--- config.mk ---
export PLATFORM = sky130hd
export DESIGN_NAME = symmetric_fir_9tap_filter
export DESIGN_NICKNAME = d
export VERILOG_FILES = /design/src/rtl/sfir_pkg.sv /design/src/rtl/symmetric_fir_9tap_filter.sv
export SDC_FILE = /design/constraint.sdc
export NUM_CORES = 1
export LEC_CHECK = 0
export ABC_AREA = 1
export BUFFER_PORTS_ARGS = -buffer_cell sky130_fd_sc_hd__buf_2
export CELL_PAD_IN_SITES_DETAIL_PLACEMENT = 1
export CELL_PAD_IN_SITES_GLOBAL_PLACEMENT = 1
export CORE_UTILIZATION = 42
export CTS_CLUSTER_SIZE = 24
export DETAILED_ROUTE_END_ITERATION = 10
export GPL_TIMING_DRIVEN = 0
export PLACE_DENSITY = 0.75
export SYNTH_ARGS = -nofsm -noshare
export SYNTH_HDL_FRONTEND = slang
export SYNTH_SLANG_ARGS = --single-unit
--- constraint.sdc ---
create_clock -name clk -period 12.05 [get_ports clk]
set_input_delay 1.205 -clock clk [delete_from_list [all_inputs] [get_ports clk]]
set_output_delay 1.205 -clock clk [all_outputs]
set_load 0.01 [all_outputs]
--- src/rtl/sfir_pkg.sv ---
// Shared constants, register codes and tap helpers for the symmetric FIR block.
// No dependencies.
`default_nettype none

package sfir_pkg;

  localparam int TAPS     = 9;
  localparam int NCOEF    = 5;
  localparam int PTR_W    = $clog2(TAPS);
  localparam int CSEL_W   = $clog2(NCOEF);
  localparam int CFG_IDX_W = 3;

  // Default datapath widths
  localparam int SAMPLE_W = 16;
  localparam int COEF_W   = 16;

  // Coefficient register indexes on the config port
  typedef enum logic [CFG_IDX_W-1:0] {
    CFG_OUTER  = 3'd0,
    CFG_SECOND = 3'd1,
    CFG_THIRD  = 3'd2,
    CFG_FOURTH = 3'd3,
    CFG_CENTER = 3'd4
  } cfg_idx_t;

  // Reset taps in Q1.15
  localparam longint COEF_RST_Q15 [NCOEF] = '{593, 1595, 4020, 6448, 7455};

  // Reset tap rescaled to a Q1.(cw-1) register
  function automatic longint coef_reset(input int idx, input int cw);
    longint v;
    v = COEF_RST_Q15[idx];
    if (cw >= 16) begin
      coef_reset = v <<< (cw - 16);
    end else begin
      coef_reset = v >>> (16 - cw);
    end
  endfunction

  // Symmetric folding: tap k uses register min(k, TAPS-1-k)
  function automatic logic [CSEL_W-1:0] tap_coef(input logic [PTR_W-1:0] k);
    logic [PTR_W-1:0] mirror;
    mirror = PTR_W'(TAPS - 1) - k;
    if (k <= PTR_W'(NCOEF - 1)) begin
      tap_coef = k[CSEL_W-1:0];
    end else begin
      tap_coef = mirror[CSEL_W-1:0];
    end
  endfunction

endpackage

`default_nettype wire

--- src/rtl/symmetric_fir_9tap_filter.sv ---
// Top level of the nine-tap symmetric FIR filter: delay-line memory, shared MAC
// sequencer, coefficient registers and output register. Uses sfir_pkg.
//
// Usage:
//   Input channel (in_valid/in_ready): one item is a signed sample plus a
//   clear_history flag. A set flag empties the whole delay line before the
//   sample is written; the write pointer still advances as usual.
//   Result channel (out_valid/out_ready): one item per input item, the rounded
//   and saturated filter output and a flag set when it was clamped.
//   Config port (cfg_we/cfg_index/cfg_data): writes one of the five Q1.x
//   coefficient registers; other indexes are ignored. Idle only.
// Timing:
//   The delay line lives in a 9-entry memory with a registered read port; one
//   tap per cycle goes through a single multiplier, and a registered product
//   feeds the accumulator. After accept the sequencer reads all nine taps
//   through the shared MAC, drains the pipeline, then rounds and saturates
//   into the output register; no new item is taken before that is done.
//   in_ready is high only while no item is in flight. If the receiver still
//   holds the previous result, the new one waits until the output register frees.
// Reset (rst_n, synchronous, active low): default taps, delay line reads as
// zeros (per-entry valid bits cleared), write pointer zero, no result pending.
`default_nettype none

module symmetric_fir_9tap_filter
  import sfir_pkg::*;
#(
  parameter int SAMPLE_WIDTH = SAMPLE_W,
  parameter int COEF_WIDTH   = COEF_W
) (
  input  wire                           clk,
  input  wire                           rst_n,
  // input item
  input  wire                           in_valid,
  output logic                          in_ready,
  input  wire signed [SAMPLE_WIDTH-1:0] in_sample_in,
  input  wire                           in_clear_history,
  // result item
  output logic                          out_valid,
  input  wire                           out_ready,
  output logic signed [SAMPLE_WIDTH-1:0] out_filtered_out,
  output logic                          out_saturated,
  // coefficient writes
  input  wire                           cfg_we,
  input  wire [CFG_IDX_W-1:0]           cfg_index,
  input  wire [COEF_WIDTH-1:0]          cfg_data
);

  localparam int PROD_W = SAMPLE_WIDTH + COEF_WIDTH;
  localparam int ACC_W  = PROD_W + $clog2(TAPS);
  localparam int Y_W    = ACC_W - (COEF_WIDTH - 1);

  localparam logic signed [ACC_W-1:0] RND_HALF = ACC_W'(64'sd1 <<< (COEF_WIDTH - 2));
  localparam logic signed [Y_W-1:0]   Y_HI     = Y_W'((64'sd1 <<< (SAMPLE_WIDTH - 1)) - 1);
  localparam logic signed [Y_W-1:0]   Y_LO     = -Y_HI - Y_W'(1);

  typedef enum logic [1:0] {S_IDLE, S_READ, S_DRAIN, S_FIN} state_t;

  state_t state_r;

  logic                    accept;
  logic [PTR_W-1:0]        wp_r;
  logic [PTR_W-1:0]        wp_nxt;
  logic [PTR_W-1:0]        rd_idx_r;
  logic [PTR_W-1:0]        k_r;
  logic [TAPS-1:0]         vld_r;
  logic [TAPS-1:0]         vld_nxt;

  // delay-line memory
  logic [SAMPLE_WIDTH-1:0] mem [TAPS];
  logic [SAMPLE_WIDTH-1:0] rd_data_r;
  logic                    rd_ok_r;

  // pipeline
  logic                    s1_v_r, s1_last_r;
  logic                    s2_v_r, s2_last_r;
  logic [CSEL_W-1:0]       csel_r;
  logic signed [COEF_WIDTH-1:0] coef_r [NCOEF];
  logic signed [COEF_WIDTH-1:0] coef_sel;
  logic signed [SAMPLE_WIDTH-1:0] tap_val;
  logic signed [PROD_W-1:0] prod_r;
  logic signed [ACC_W-1:0]  acc_r;

  // round / saturate
  logic signed [ACC_W-1:0]  acc_rnd;
  logic signed [Y_W-1:0]    y_full;
  logic                     y_hi_sat, y_lo_sat;
  logic                     out_load;

  assign accept   = in_valid && in_ready;
  assign in_ready = (state_r == S_IDLE);
  assign wp_nxt   = (wp_r == PTR_W'(TAPS - 1)) ? '0 : wp_r + PTR_W'(1);

  always_comb begin
    vld_nxt = in_clear_history ? '0 : vld_r;
    vld_nxt[wp_nxt] = 1'b1;
  end

  // Memory: write at accept, one registered read per cycle
  always_ff @(posedge clk) begin
    if (accept) begin
      mem[wp_nxt] <= in_sample_in;
    end
    rd_data_r <= mem[rd_idx_r];
  end

  // Coefficient registers
  always_ff @(posedge clk) begin
    if (!rst_n) begin
      for (int i = 0; i < NCOEF; i++) begin
        coef_r[i] <= COEF_WIDTH'(coef_reset(i, COEF_WIDTH));
      end
    end else if (cfg_we) begin
      case (cfg_index)
        CFG_OUTER:  coef_r[0] <= cfg_data;
        CFG_SECOND: coef_r[1] <= cfg_data;
        CFG_THIRD:  coef_r[2] <= cfg_data;
        CFG_FOURTH: coef_r[3] <= cfg_data;
        CFG_CENTER: coef_r[4] <= cfg_data;
        default: ;
      endcase
    end
  end

  // Stale entries (never written since reset or clear) read as zero
  assign tap_val  = rd_ok_r ? rd_data_r : '0;
  assign coef_sel = coef_r[csel_r];

  // Datapath: multiply, then accumulate
  always_ff @(posedge clk) begin
    if (s1_v_r) begin
      prod_r <= tap_val * coef_sel;
    end
    if (accept) begin
      acc_r <= '0;
    end else if (s2_v_r) begin
      acc_r <= acc_r + ACC_W'(prod_r);
    end
  end

  assign acc_rnd  = acc_r + RND_HALF;
  assign y_full   = acc_rnd[ACC_W-1:COEF_WIDTH-1];
  assign y_hi_sat = (y_full > Y_HI);
  assign y_lo_sat = (y_full < Y_LO);
  assign out_load = (state_r == S_FIN) && (!out_valid || out_ready);

  // Sequencer, pipeline control and output register
  always_ff @(posedge clk) begin
    if (!rst_n) begin
      state_r   <= S_IDLE;
      wp_r      <= '0;
      rd_idx_r  <= '0;
      k_r       <= '0;
      vld_r     <= '0;
      rd_ok_r   <= 1'b0;
      csel_r    <= '0;
      s1_v_r    <= 1'b0;
      s1_last_r <= 1'b0;
      s2_v_r    <= 1'b0;
      s2_last_r <= 1'b0;
      out_valid <= 1'b0;
    end else begin
      // pipeline advance
      s1_v_r    <= (state_r == S_READ);
      s1_last_r <= (state_r == S_READ) && (k_r == PTR_W'(TAPS - 1));
      rd_ok_r   <= vld_r[rd_idx_r];
      csel_r    <= tap_coef(k_r);
      s2_v_r    <= s1_v_r;
      s2_last_r <= s1_last_r;

      // taken result leaves unless a new one replaces it in the same cycle
      if (out_valid && out_ready && !out_load) begin
        out_valid <= 1'b0;
      end

      case (state_r)
        S_IDLE: begin
          if (accept) begin
            wp_r     <= wp_nxt;
            vld_r    <= vld_nxt;
            rd_idx_r <= wp_nxt;
            k_r      <= '0;
            state_r  <= S_READ;
          end
        end
        S_READ: begin
          // walk back from the newest sample
          rd_idx_r <= (rd_idx_r == '0) ? PTR_W'(TAPS - 1) : rd_idx_r - PTR_W'(1);
          if (k_r == PTR_W'(TAPS - 1)) begin
            k_r     <= '0;
            state_r <= S_DRAIN;
          end else begin
            k_r <= k_r + PTR_W'(1);
          end
        end
        S_DRAIN: begin
          if (s2_v_r && s2_last_r) begin
            state_r <= S_FIN;
          end
        end
        S_FIN: begin
          if (out_load) begin
            out_valid        <= 1'b1;
            out_saturated    <= y_hi_sat || y_lo_sat;
            out_filtered_out <= y_hi_sat ? Y_HI[SAMPLE_WIDTH-1:0] :
                                y_lo_sat ? Y_LO[SAMPLE_WIDTH-1:0] :
                                y_full[SAMPLE_WIDTH-1:0];
            state_r          <= S_IDLE;
          end
        end
        default: state_r <= S_IDLE;
      endcase
    end
  end

  // Pipeline must be empty whenever a new item can enter
  a_idle_empty: assert property (@(posedge clk) disable iff (!rst_n)
    in_ready |-> (!s1_v_r && !s2_v_r))
    else $error("MAC pipeline busy while accepting");

  // An accepted item starts the tap walk on the next cycle
  a_accept_read: assert property (@(posedge clk) disable iff (!rst_n)
    accept |=> (state_r == S_READ && k_r == '0))
    else $error("tap walk did not start after accept");

  // Last product lands, then the result is finalized
  a_last_fin: assert property (@(posedge clk) disable iff (!rst_n)
    (s2_v_r && s2_last_r) |=> (state_r == S_FIN))
    else $error("missing finalize after last product");

  // Newest sample is always marked present after accept
  a_new_valid: assert property (@(posedge clk) disable iff (!rst_n)
    accept |=> vld_r[wp_r])
    else $error("written delay-line entry not marked valid");

  // Tap counter stays within the line
  a_k_range: assert property (@(posedge clk) disable iff (!rst_n)
    k_r <= PTR_W'(TAPS - 1))
    else $error("tap counter out of range");

endmodule

`default_nettype wire
Word-level counts from Yosys, hierarchy flattened
Memories as Yosys holds them, arrays and structs flattened. A register that Yosys moved wholly into a read port is not among the register bits.
Index checks and enable logic that the tools add are counted.
{"block": "word_totals", "ff_bits": 114, "ramBits": 224, "output_inout_bits": 19, "word_cells": 125, "n_memories": 2}
{"block": "classes", "add_sub_neg": 6, "multipliers": 1, "order_cmp": 6, "n_eq_ne": 13, "n_mux": 57, "n_bitwise": 6, "n_reduce_logical": 19}
{"memory": "mem", "words": 9, "width": 16, "read_ports": 1, "rd_clocked_by_memory_dff": 1, "write_ports": 1, "line_no": "symmetric_fir_9tap_filter.sv:69", "rtl": "logic [SAMPLE_WIDTH-1:0] mem [TAPS];"}
{"memory": "coef_r", "words": 5, "width": 16, "read_ports": 1, "rd_clocked_by_memory_dff": 1, "write_ports": 5, "line_no": "symmetric_fir_9tap_filter.sv:77", "rtl": "logic signed [COEF_WIDTH-1:0] coef_r [NCOEF];"}
{"operator": "two-way mux 16 bit", "n": 12}
{"operator": "adder 36 x 16 -> 36 bit (second input constant)", "n": 1}
{"operator": "adder 36 x 32 -> 36 bit", "n": 1}
{"operator": "multiplier 16 x 16 -> 32 bit", "n": 1}
{"operator": "two-way mux 1 bit", "n": 28}
{"operator": "greater-than comparator 21 x 16 -> 1 bit (second input constant)", "n": 1}
{"operator": "less-than comparator 21 x 16 -> 1 bit (second input constant)", "n": 1}
{"operator": "two-way mux 4 bit", "n": 5}
{"operator": "one-hot mux 4 bit (2 select lines)", "n": 2}
{"operator": "less-than comparator 4 x 5 -> 1 bit (second input constant)", "n": 2}
{"operator": "two-way mux 9 bit", "n": 1}
{"operator": "bitwise OR 9 bit", "n": 1}
{"operator": "adder 4 x 1 -> 4 bit (second input constant)", "n": 2}
{"operator": "equality test 4 bit (second input constant)", "n": 2}
{"operator": "two-way mux 2 bit", "n": 4}
{"operator": "one-hot mux 2 bit (4 select lines)", "n": 1}
{"operator": "logical AND 1 bit", "n": 7}
{"operator": "equality test 3 x 2 -> 1 bit (second input constant)", "n": 2}
{"operator": "two-way mux 3 bit", "n": 2}
{"operator": "bitwise OR 1 bit", "n": 5}
{"operator": "binary-select mux 1 bit (select 4 bit)", "n": 1}
{"operator": "demux 1 bit (select 4 bit)", "n": 1}
{"operator": "equality test 2 bit (second input constant)", "n": 2}
{"operator": ">= comparator 4 x 1 -> 1 bit (second input constant)", "n": 1}
{"operator": "17 further kinds", "n": 22}

Logic depth before layout (Yosys ltp)
{"block": "depth", "depth_word": 8, "mapped_depth": 30, "depth_no_buf": 27}

Worst setup path before layout
No wires, ideal clock.
{"block": "synth_path", "kind": "register to register", "from": "register with a tool-made name", "to": "register prod_r[31] (data pin)", "setup_time_ns": 0.263, "t_arrival_ns": 6.430, "required_ns": 11.787, "setup_slack_ns": 5.356, "path_stages_with_launch": 27, "path_buffers": 2, "period_less_slack_ns": 6.694, "cell_sequence": "dfxtp_1 -> buf_2 -> inv_1 -> buf_2 -> nor2_1 -> o221ai_1 -> o21ai_0 -> nor2_1 -> inv_1 -> fa_1 -> inv_1 -> fa_1 -> inv_1 -> fa_1 -> inv_1 -> fa_1 -> inv_1 -> fa_1 -> fa_1 -> inv_1 -> ha_1 -> inv_1 -> nor3_1 -> nand2_1 -> or2_2 -> nand3_1 -> xor2_1"}
{"item": "to (signal assigned)", "line_no": "symmetric_fir_9tap_filter.sv:131", "rtl": "prod_r <= tap_val * coef_sel;"}
{"item": "to (decl)", "line_no": "symmetric_fir_9tap_filter.sv:80", "rtl": "logic signed [PROD_W-1:0] prod_r;"}

==> impl_results.md <==
- Starting DRT DRC Count: 1117
- DP HPWL: 63500 um
- DR DRC count: 0
- Post-DR wirelength/cell: 20.1 um
- Clock-pin slew on the worst setup and hold paths: 0.06 ns
- Slowest CP cell: fa_1
- RSZ-0062 raised after global routing: false
- CTS buffer count: 41
- Max frequency: 122 MHz
- Vias in the first global route: 23284
- Initial antenna violation count: 2
- Clk_skew: 0.0486 ns
- WHS: 0.438 ns
- Vias: 20559
- DP Area: 0.0281 mm2
- Netlist cell types: 51
- Commonest non-fill, non-tap cell in the layout: inv_1
- PD cells: 278 mW/mm2
- Most frequent cells in the layout: inv_1, nand2_1, nor2_1
- Internal power: 4190 uW
- R2r setup slk: 3.87 ns
- Die area: 0.0642 mm2
- Post-synth ARST share: 0%
- Global placement routability congestion: 0.934
- Total GRT Usage: 25.4%
- Leak Pwr: 0.0135 uW
- Slew @ Worst Pin: 1.38 ns
- #FFs+latches synth: 357
- I/O Buffers: 58
- Cell mode on critical path: inv_1
- Status: finished, final reports clean
- Initial Util: 42.8%
- Hold Path Stages: 2
- RR Endpoint: prod_r[31]
- DRT met1 WL: 33300 um
- Core Region: 0.0621 mm2
- DR vias/cell: 5.22
- Largest stage delay, worst path: 1.00 ns
- Global-route wire length before repair: 126000 um
- Grt ovf: 0
- Nets: 3499
- Worst-Skew Late Latency: 0.60 ns
- Synth Flop Type: edfxtp_1
- Cells on worst reg2reg path: 24
- Routed wire length: 79100 um
- Syn Nets: 3383
- Element type at the critical path end: flip-flop
- CTS Root Cell: clkbuf_16
- Setup_tns: 0 ns
- CTS sink cnt: 357
- Avg Synthesized Cell Area: 8.99 um2
- Peak supply drop: 0.000142 V
- Seq pwr share: 22.4%
- Critical path class: reg2reg
- HP Class: reg2reg
- # fillers: 7285
- Slew Limit Fails: 0
- Met2 WL: 40400 um
- Met3 wire length: 2930 um
- DR top layer: met4
- DRT Pass-1 Iters: 5
- Comb pwr share: 61.7%
- Min-Delay Endpoint: s2_last_r
- Period utilization: 67.9%
- Dpl ws: 3.88 ns
- Fin util: 47.6%
- Post-Syn Instances: 2951
- Post-cts sizing count: 0
- Period minus WS final: 8.18 ns
- Final worst slack: 3.87 ns
- Die width: 253 um
- Max Cap Violations: 0
- Area Growth Syn to Fin: 11.3%
- Setup violators final: 0
- Largest net degree at the start of global routing: 34
- Slew margin rel.: 6.79%
- Syn. warnings: 0
- Number of H-tree levels: 2
- CP Cell Sequence: clkbuf_1 -> o21ai_0 -> o221ai_1 -> o21ai_0 -> inv_1 -> nand2_1 -> fa_1 -> inv_1 -> fa_1 -> inv_1 -> fa_1 -> inv_1 -> fa_1 -> inv_1 -> fa_1 -> fa_1 -> inv_1 -> ha_1 -> inv_1 -> nor3_1 -> nand2_1 -> or2_2 -> nand3_1 -> xor2_1
- Die Y: 253 um
- Number of synthesized flops with an enable pin: 273
- Crit-path max FO: 10
- Clock Path Buffers: 3
- Sw Ratio: 49.0%
- Core Rows: 91
- Share of layout cells above drive strength 1: 6.48%
- Min-delay src: s1_last_r
- Cts hold-fix bufs: 0
- Crit path launch type: flip-flop
- Net Sw Power: 4030 uW
- Clock Power Share: 15.9%
- Arr. time, crit path: 8.46 ns
- Number of post-CTS setup repair buffers: 0
- Final hold viol count: 0
- Design area: 0.0295 mm2
- Synth Cell Area: 0.0265 mm2
- Post-synthesis sequential area ratio: 37.2%
- Boundary pin count: 60
- Final ANT Viol Nets: 0
- TritonCTS clock tree: built
- Required @ worst endpoint: 12.32 ns
## stage by stage
stage / power [uW] / cells
after detailed placement: 6960 / 3861
after global placement: 6730 / 3846
final: 8220 / 3938
after CTS: 8320 / 3937
after global routing: 9000 / 3938
after floorplan: 5430 / 2951
## metal layers
metal	global-route usage (%)	up-vias
li1	-	9570
met1	31.2	10369
met2	46.3	469
met3	2.63	151
met4	8.47	0
met5	0	-
## cells by family (layout without fill, tap and decap cells)
logic type	count (synthesis)	after routing	share of synthesized area, %
and+or+nand+nor	1091	1091	16.5
xor gates and xnor gates	73	73	2.48
adders and majority gates	391	391	25.9
other	0	1	0
muxes	16	16	0.604
DFF	357	357	37.2
AOI/OAI and AO/OA	370	370	7.88
buffers and inverters	653	802	9.38
## cell type report
cell class                 instances  area, um2  share of cell area (%)
multi-input combinational       1941      14200                    48.1
timing repair buffer              73        487                    1.65
inverter                         577       2170                    7.33
buffer                            76        324                    1.10
sequential                       357       9880                    33.4
clock inverter                    25        328                    1.11
clock buffer                      51       1100                    3.73
tap                              837       1050                    3.54
antenna                            1       2.50                 0.00847
## synthesized netlist by cell type (53+ instances only)
master	n	share of area, %
xor2_1	54	1.8
clkbuf_1	53	0.75
fa_1	263	20
nand3_1	79	1.5
o21ai_0	160	3.0
edfxtp_1	273	31
ha_1	128	6.0
dfxtp_1	84	6.3
a21oi_1	106	2.0
inv_1	567	8.0
nand2_1	534	7.6
nor2_1	407	5.8
## worst max path at each step
stage,endpoint
final,prod_r[31]
after global routing,prod_r[31]
after CTS,prod_r[31]
after detailed placement,prod_r[31]
after global placement,prod_r[31]
after floorplan,prod_r[31]
## flip-flops by register name, summed over array words and instances (netlist names), 2 cells and up, named ones only
signal            cells
acc_r                36
coef_r               80
k_r                   4
mem                 144
out_filtered_out     16
prod_r               32
rd_data_r            16
rd_idx_r              4
state_r               2
vld_r                 9
wp_r                  4
## critical path, delay by kind of cell (launching register included)
| kind | cells | cell delay, ns |
|---|---|---|
| XOR/XNOR | 1 | 0.07 |
| AO/OA/AOI/OAI | 3 | 0.67 |
| AND/OR/NAND/NOR | 5 | 0.96 |
| buffers and inverters | 8 | 1.40 |
| adder cells (fa/ha/maj) | 7 | 4.29 |
| flip-flops | 1 | 0.43 |
## power groups by stage
| stage | Sequential, uW | Clock [uW] | Combinational [uW] |
|---|---|---|---|
| after floorplan | 1810 | 0 | 3620 |
| after global placement | 1860 | 0 | 4870 |
| after detailed placement | 1870 | 0 | 5090 |
| after CTS | 1850 | 1330 | 5140 |
| after global routing | 1870 | 1370 | 5760 |
| final | 1840 | 1310 | 5070 |
(Power assumes the default switching activity.)
